**config.mk**
```make
export PLATFORM = sky130hd
export DESIGN_NAME = gbrs_ram
export DESIGN_NICKNAME = d
export VERILOG_FILES = /design/src/rtl/gshare_btb_return_stack_predictor_top_defines.svh /design/src/rtl/gbrs_ram.sv
export SDC_FILE = /design/constraint.sdc
export NUM_CORES = 1
export LEC_CHECK = 0
export BUFFER_PORTS_ARGS = -buffer_cell sky130_fd_sc_hd__buf_4
export CAP_MARGIN = 20
export CORE_ASPECT_RATIO = 0.7
export CORE_MARGIN = 3
export CORE_UTILIZATION = 30
export DETAILED_ROUTE_END_ITERATION = 10
export GPL_TIMING_DRIVEN = 1
export PLACE_DENSITY = 0.54
export SYNTH_ARGS = -nofsm -noshare
export SYNTH_HDL_FRONTEND = slang
export SYNTH_SLANG_ARGS = --single-unit
```
**constraint.sdc**
```tcl
create_clock -name clk_i -period 2.41 [get_ports clk_i]
set_clock_uncertainty 0.2 [all_clocks]
set_input_delay 0.1205 -clock clk_i [delete_from_list [all_inputs] [get_ports clk_i]]
set_output_delay 0.1205 -clock clk_i [all_outputs]
set_load 0.03 [all_outputs]
```
**src/rtl/gshare_btb_return_stack_predictor_top_defines.svh**
```systemverilog
// Assertion macros shared by the predictor RTL.
`ifndef GSHARE_BTB_RETURN_STACK_PREDICTOR_TOP_DEFINES_SVH
`define GSHARE_BTB_RETURN_STACK_PREDICTOR_TOP_DEFINES_SVH

// Antecedent implies consequent in the same cycle.
`define GBRS_ASSERT_IMPL(label, clk, rst_n, ante, cons) \
  label: assert property (@(posedge clk) disable iff (!(rst_n)) (ante) |-> (cons)) \
    else $error("predictor assertion failed");

// Antecedent implies consequent in the following cycle.
`define GBRS_ASSERT_NEXT(label, clk, rst_n, ante, cons) \
  label: assert property (@(posedge clk) disable iff (!(rst_n)) (ante) |=> (cons)) \
    else $error("predictor assertion failed");

`endif

```
**src/rtl/gbrs_ram.sv**
```systemverilog
// Simple dual-port synchronous RAM with a registered read port.
`timescale 1ns / 1ps

module gbrs_ram #(
  parameter int DEPTH = 16,
  parameter int AW    = 4,
  parameter int DW    = 8
) (
  input  logic          clk_i,
  input  logic          we_i,
  input  logic [AW-1:0] waddr_i,
  input  logic [DW-1:0] wdata_i,
  input  logic          re_i,
  input  logic [AW-1:0] raddr_i,
  output logic [DW-1:0] rdata_o
);

  logic [DW-1:0] mem [DEPTH];
  logic [DW-1:0] rdata_q;

  always_ff @(posedge clk_i) begin
    if (we_i) begin
      mem[waddr_i] <= wdata_i;
    end
    if (re_i) begin
      rdata_q <= mem[raddr_i];
    end
  end

  assign rdata_o = rdata_q;

endmodule

```
==> impl_summary.txt, run 1 <==
----------------------------------------------------
[Global routing]
  Total Routing Usage GR ... ~12%
  Number of antenna violations at the first check in global routing ... 0
  Number of global-route vias before repair ... approximately 2600
  First-pass GRT wire length ... roughly 16 mm
  Maximum number of pins on one net before global-route repair ... 33
  Final global-route overflow total ... 0

[Synthesis]
  Avg Cell Area, Syn ... around 23 um^2
  Distinct cells, synth ... 18
  Yosys reg bits ... between 100 and 150
  Number of warnings reported in the yosys synthesis log ... 0
  Number of instances in the synthesized netlist ... ~230
  Sequential-to-total area share from yosys stat ... between 70% and 80%
  Nets in the synthesized netlist ... roughly 250
  Post-synthesis cell area ... 5230 um^2

[Die]
  Number of ports placed on the die boundary ... 27
  Cell row count ... 39
  Chip height ... roughly 120 um
  Core area ... about 17000 um^2
  Initial core utilization ... between 30 and 40%
  Die extent in x ... about 160 um
  Area of the die ... between 15000 and 20000 um^2

[Clock tree]
  Library cell used as clock root buffer ... clkbuf_16
  Clk Latency, worst-skew pair ... around 0.41 ns
  Level count of the clock H-tree ... 4
  Number of hold buffers added after cts ... 9
  CTS Buf Count ... 17
  Bufs on Longest Clock Path ... 2
  Total clock sinks ... approximately 140
  Buffer count from post-CTS setup fixing ... 0
  Clock-pin slew on the worst setup and hold paths ... approximately 0.050 ns
  Post-CTS sizing ... 0
  TritonCTS clock tree ... built

[STA]
  Final count of hold timing violations ... 0
  Post-route fraction of the period consumed by the critical path ... between 70% and 80%
  Worst slew pin tran ... between 0.6 and 0.7 ns
  Fmax ... 581 MHz
  Count of endpoints failing setup in the final report ... 0
  Setup repair after global routing missed its margin ... no
  Final setup TNS ... 0 ns
  Final number of max-transition violations ... 0
  Post-route minimum period ... between 1.5 and 2 ns
  Rel. slew slack ... ~56%

[Setup path]
  Critical path endpoint category ... flop
  Largest driver fanout on the critical path ... 1
  Setup crit start kind ... flop
  Required arrival time at the worst endpoint ... ~2.4 ns
  Crit path kind ... flop to flop
  Worst Path Arrival ... between 1.5 and 2 ns

[Power and ir drop]
  Worst vdd rail ir drop ... ~0.44 mV
  Power Total ... roughly 0.0055 W
  Cell Pwr Density ... ~850 nW/um^2
  Leakage ... ~2.2 nW

[Routing]
  Post-DRT Antenna Nets ... 0
  Total wire length after detailed routing ... approximately 11 mm
  DRC ... 0
  Ratio of routed vias to standard cells ... about 4.6
  Average routed wire per standard cell ... between 20 and 25 um
  Detailed Routing Iterations Pass 1 ... 4
  Count of routing violations after the opening detailed-route iteration ... 251
  Routed vias ... 2445

[Place]
  Number of I/O port buffers ... 26
  Standard cell area after detailed placement ... approximately 5800 um^2
  Placed wire-length estimate ... 7.13 mm
  Routability-driven placement congestion ratio ... a little over 0.7

[Finish]
  Commonest cells after routing, fill and taps aside ... edfxtp_1, buf_4, mux4_2
  Area overhead of the layout relative to synthesis ... 23.2%
  Number of antenna diodes ... 0
  Fraction of final layout cells sized beyond drive strength 1 ... 29.1%
  Number of nets in the final layout ... between 300 and 400
  Final-layout fill cell count ... roughly 1500
  Most frequent standard cell in the layout excluding fill and tap cells ... edfxtp_1
  Cell area after layout ... between 6000 and 7000 um^2

[Hold path]
  Worst min-delay path class ... input pin to flop

[Outcome]
  Result of the run ... finished clean

[Job]
  Maximum Capacitance Violations ... 0

----------------------------------------------------
[worst max-delay path, cell delays in order (launching register included)]
cell      delay [ns]
edfxtp_1        0.37
mux4_2          0.51
a22oi_1         0.30
nand2_1         0.08
[metal layers]
metal,global-route usage [%],share of wire [%]
met1,18.2,49
met2,17.0,42
met3,4.61,7.6
met4,4.17,0.67
met5,0,0
[synthesized netlist by cell type, drive strengths merged]
master / count / share of area [%]
nand3: 1 / 0.096
and2: 1 / 0.12
mux4: 32 / 15
edfxtp: 136 / 78
clkdlybuf4s25: 3 / 0.57
or3b: 1 / 0.17
nor2: 13 / 0.93
nor2b: 1 / 0.12
buf: 7 / 1.1
nand2: 9 / 0.65
a22oi: 16 / 2.3
nand3b: 2 / 0.29
nand2b: 2 / 0.24
nor3: 4 / 0.38
and2b: 1 / 0.14
[stage by stage]
stage | instances | worst slack (ns) | hold slack (ns) | util [%]
global placement | 490 | 0.366 | 0.223 | 34.6
CTS | 531 | 0.685 | 0.0107 | 38.6
finish | 531 | 0.689 | 0.0326 | 38.6
detailed placement | 490 | 0.366 | 0.228 | 34.6
global route | 531 | 0.584 | 0.0420 | 38.6
floorplan | 229 | 0.597 | 0.0194 | -
[sequential cells by signal (all words and copies together), names as in the netlist]
| name | count |
|---|---|
| mem | 128 |
| rdata_o | 8 |
[cells by family (layout without fill, tap and decap cells)]
group           after synthesis  after routing  synth area share (%)
simple gates                 35             35                  3.14
mux                          32             32                  14.8
flops                       136            136                  78.1
compound gates               16             16                  2.30
buf+inv                      10             87                  1.65
[report_power, final]
part,total [W],internal [W],switching (W)
combinational,0.000304,0.000128,0.000176
clock,0.00250,0.00160,0.000901
sequential,0.00268,0.00267,0.0000130
total,0.00549,0.00440,0.00109
[layout make-up]
type | instances | area (um^2) | share of cell area [%]
flip-flops and latches | 136 | 4080 | 63.4
multi-input cells | 83 | 1060 | 16.4
repair buffers | 55 | 448 | 6.96
clock buffers | 20 | 437 | 6.78
well taps | 225 | 282 | 4.37
clock inverters | 12 | 133 | 2.06
[worst paths after layout]
| check | startpoint | end | slack [ns] | cells after the start |
|---|---|---|---|---|
| worst max-delay path | mem[14][7] | rdata_o[7] | 0.69 | 3 |
| worst max register to register | mem[14][7] | rdata_o[7] | 0.69 | 3 |
| worst min-delay path | waddr_i[1] | mem[12][0] | 0.03 | 3 |
| worst min register to register | mem[11][2] | rdata_o[2] | 0.56 | 3 |
Note: power is estimated with default switching activity, not from simulation.
==> run 2: changes to the inputs <==
- clock period: 2.41 -> 1.65 ns (I/O delays scaled with it)
==> run 2 against run 1 <==
Flip-flop and latch count is the same. Sequential power grew 46%. Largest power group unchanged. Sequential share of layout area shrank 1.7 points.
==> impl_summary.txt, run 2 (synthesized netlist as in run 1, its figures left out) <==
----------------------------------------------------
[Global routing]
  Number of antenna violations at the first check in global routing ... 0 (unchanged)
  Final global-route overflow total ... 0 (unchanged)
  Number of global-route vias before repair ... 2680 (+4.5%)
  First-pass GRT wire length ... 17.5 mm (+7.2%)
  Maximum number of pins on one net before global-route repair ... 17 (-48%)
  Total Routing Usage GR ... 13.0% (+0.60 points)

[Clock tree]
  Clock-pin slew on the worst setup and hold paths ... 0.06 ns (about the same)
  Bufs on Longest Clock Path ... 2 (unchanged)
  Clk Latency, worst-skew pair ... 0.41 ns (about the same)
  Library cell used as clock root buffer ... clkbuf_16
  Level count of the clock H-tree ... 4 (unchanged)
  Buffer count from post-CTS setup fixing ... 0 (unchanged)
  CTS Buf Count ... 17 (unchanged)
  Total clock sinks ... 136 (unchanged)
  TritonCTS clock tree ... built

[Finish]
  Most frequent standard cell in the layout excluding fill and tap cells ... edfxtp_1
  Area overhead of the layout relative to synthesis ... 26.6%
  Fraction of final layout cells sized beyond drive strength 1 ... 37.8% (+8.7 points)
  Commonest cells after routing, fill and taps aside ... edfxtp_1, buf_4, mux4_2
  Number of antenna diodes ... 0 (unchanged)
  Number of nets in the final layout ... 321 (+2.9%)
  Flip-flop count of the largest register, all copies and words added ... 128 (unchanged)
  Most flops, register ... mem

[Setup path]
  List of cells traversed by the critical path ... mux4_1, a22oi_1, nand2_1
  Worst Path Arrival ... 1.61 ns (-0.06 ns)
  Crit path kind ... flop to flop
  Largest driver fanout on the critical path ... 1 (unchanged)
  Critical-path cell with the highest stage delay ... mux4_1
  Slowest cell delay on critical path ... 0.50 ns (about the same)
  Critical path endpoint category ... flop
  Required arrival time at the worst endpoint ... 1.61 ns (-0.75 ns)
  Setup crit start kind ... flop

[Routing]
  Total wire length after detailed routing ... 11.6 mm (+5.9%)
  Average routed wire per standard cell ... 21.4 um (+4.1%)
  DRC ... 0 (unchanged)
  Ratio of routed vias to standard cells ... 4.70 (+2.1%)
  Post-DRT Antenna Nets ... 0 (unchanged)
  Detailed Routing Iterations Pass 1 ... 4 (unchanged)
  Count of routing violations after the opening detailed-route iteration ... 232 (-7.6%)
  Routed vias ... 2538 (+3.8%)

[STA]
  Count of endpoints failing setup in the final report ... 0 (unchanged)
  Setup repair after global routing missed its margin ... yes
  Final count of hold timing violations ... 0 (unchanged)
  Post-route minimum period ... 1.65 ns (-0.0718 ns)
  Fmax ... 606 MHz (+4.4%)
  Final setup TNS ... 0 ns (unchanged)
  Post-route fraction of the period consumed by the critical path ... 100% (+29 points)
  Rel. slew slack ... 33.2% (-23 points)
  Worst slew pin tran ... 0.999 ns (+0.337 ns)
  Worst hold slack ... 0.124 ns (+0.0912 ns)
  Final number of max-transition violations ... 0 (unchanged)

[Die]
  Area of the die ... 19100 um^2 (unchanged)
  Initial core utilization ... 31.3% (unchanged)
  Cell row count ... 39 (unchanged)
  Number of ports placed on the die boundary ... 27 (unchanged)
  Die extent in x ... 164 um (unchanged)
  Chip height ... 116 um (unchanged)
  Core area ... 16700 um^2 (unchanged)

[Power and ir drop]
  Cell Pwr Density ... 1250 nW/um^2 (+47%)
  Leakage ... 2.21 nW (+2.4%)
  Worst vdd rail ir drop ... 0.689 mV (+57%)

[Job]
  Maximum Capacitance Violations ... 0 (unchanged)

[Place]
  Number of I/O port buffers ... 26 (unchanged)
  Routability-driven placement congestion ratio ... 0.757 (+7.5%)
  Placed wire-length estimate ... 7.71 mm (+8.1%)

[Hold path]
  Worst min-delay path class ... input pin to flop

[Outcome]
  Result of the run ... finished clean

----------------------------------------------------
==> run 2: changes by cell type in the layout (fill, tap and decap cells not counted), moves of 3 or more <==
cell and change:
buf_4 +4, clkbuf_1 -3, a22oi_1 -8, inv_6 +6, mux4_2 +6, a22oi_2 +8
clkinv_1 -5, buf_12 +3, mux4_1 -6
==> run 2: repair_timing <==
| action | in CTS | in global routing |
|---|---|---|
| endpoints found under the hold margin | 152 | 0 |
| endpoints found under the setup margin | 4 | 8 |
| pin swaps | 1 | 1 |
| gates resized for setup | 5 | 9 |
| hold buffers | 11 | 0 |
==> run 2: where the power goes <==
group          switching [W]  leakage (nW)  internal, W
combinational       0.000256         0.680     0.000215
sequential         0.0000245          1.24      0.00389
clock                0.00148         0.296      0.00241
total                0.00176          2.21      0.00652
==> run 2: path summary, 6_finish.rpt <==
| kind | slack [ns] | to | depth (start not counted) | start |
|---|---|---|---|---|
| worst max-delay path | 0.0006 | rdata_o[2] | 3 | mem[1][2] |
| worst min-delay path | 0.12 | mem[0][2] | 4 | waddr_i[2] |
| worst max register to register | 0.0006 | rdata_o[2] | 3 | mem[1][2] |
| worst min register to register | 0.55 | rdata_o[4] | 3 | mem[12][4] |
==> run 2: layout make-up <==
type | count | area, um^2
clock inverter | 15 | 189
fill | 1500 | 10100
multi-input combinational | 83 | 1080
tap | 225 | 282
timing repair buffer | 64 | 558
sequential | 136 | 4080
clock buffer | 17 | 425
==> run 2: routing by layer <==
metal	global-route usage [%]	wire, um
met1	21.0	5800
met2	17.0	4870
met3	3.65	864
met4	3.38	24
met5	0	0
==> run 2: critical path: cells and delay by family, from the launching register on <==
kind,cells,cell delay (ns)
DFF,1,0.37
muxes,1,0.50
AOI/OAI and AO/OA,1,0.25
and+or+nand+nor,1,0.08
==> run 2: per-stage QoR <==
step / total power, W / utilization [%] / instances / worst slack (ns) / instance area (um^2)
final: 0.00828 / 39.7 / 540 / 0.000600 / 6620
after global routing: 0.00858 / 39.7 / 540 / -0.0357 / 6620
after CTS: 0.00837 / 39.6 / 540 / 0.000247 / 6620
after detailed placement: 0.00443 / 35.2 / 497 / -0.159 / 5880
after global placement: 0.00442 / 35.2 / 497 / -0.155 / 5880
after floorplan: 0.00421 / - / 229 / 0.0851 / 5230
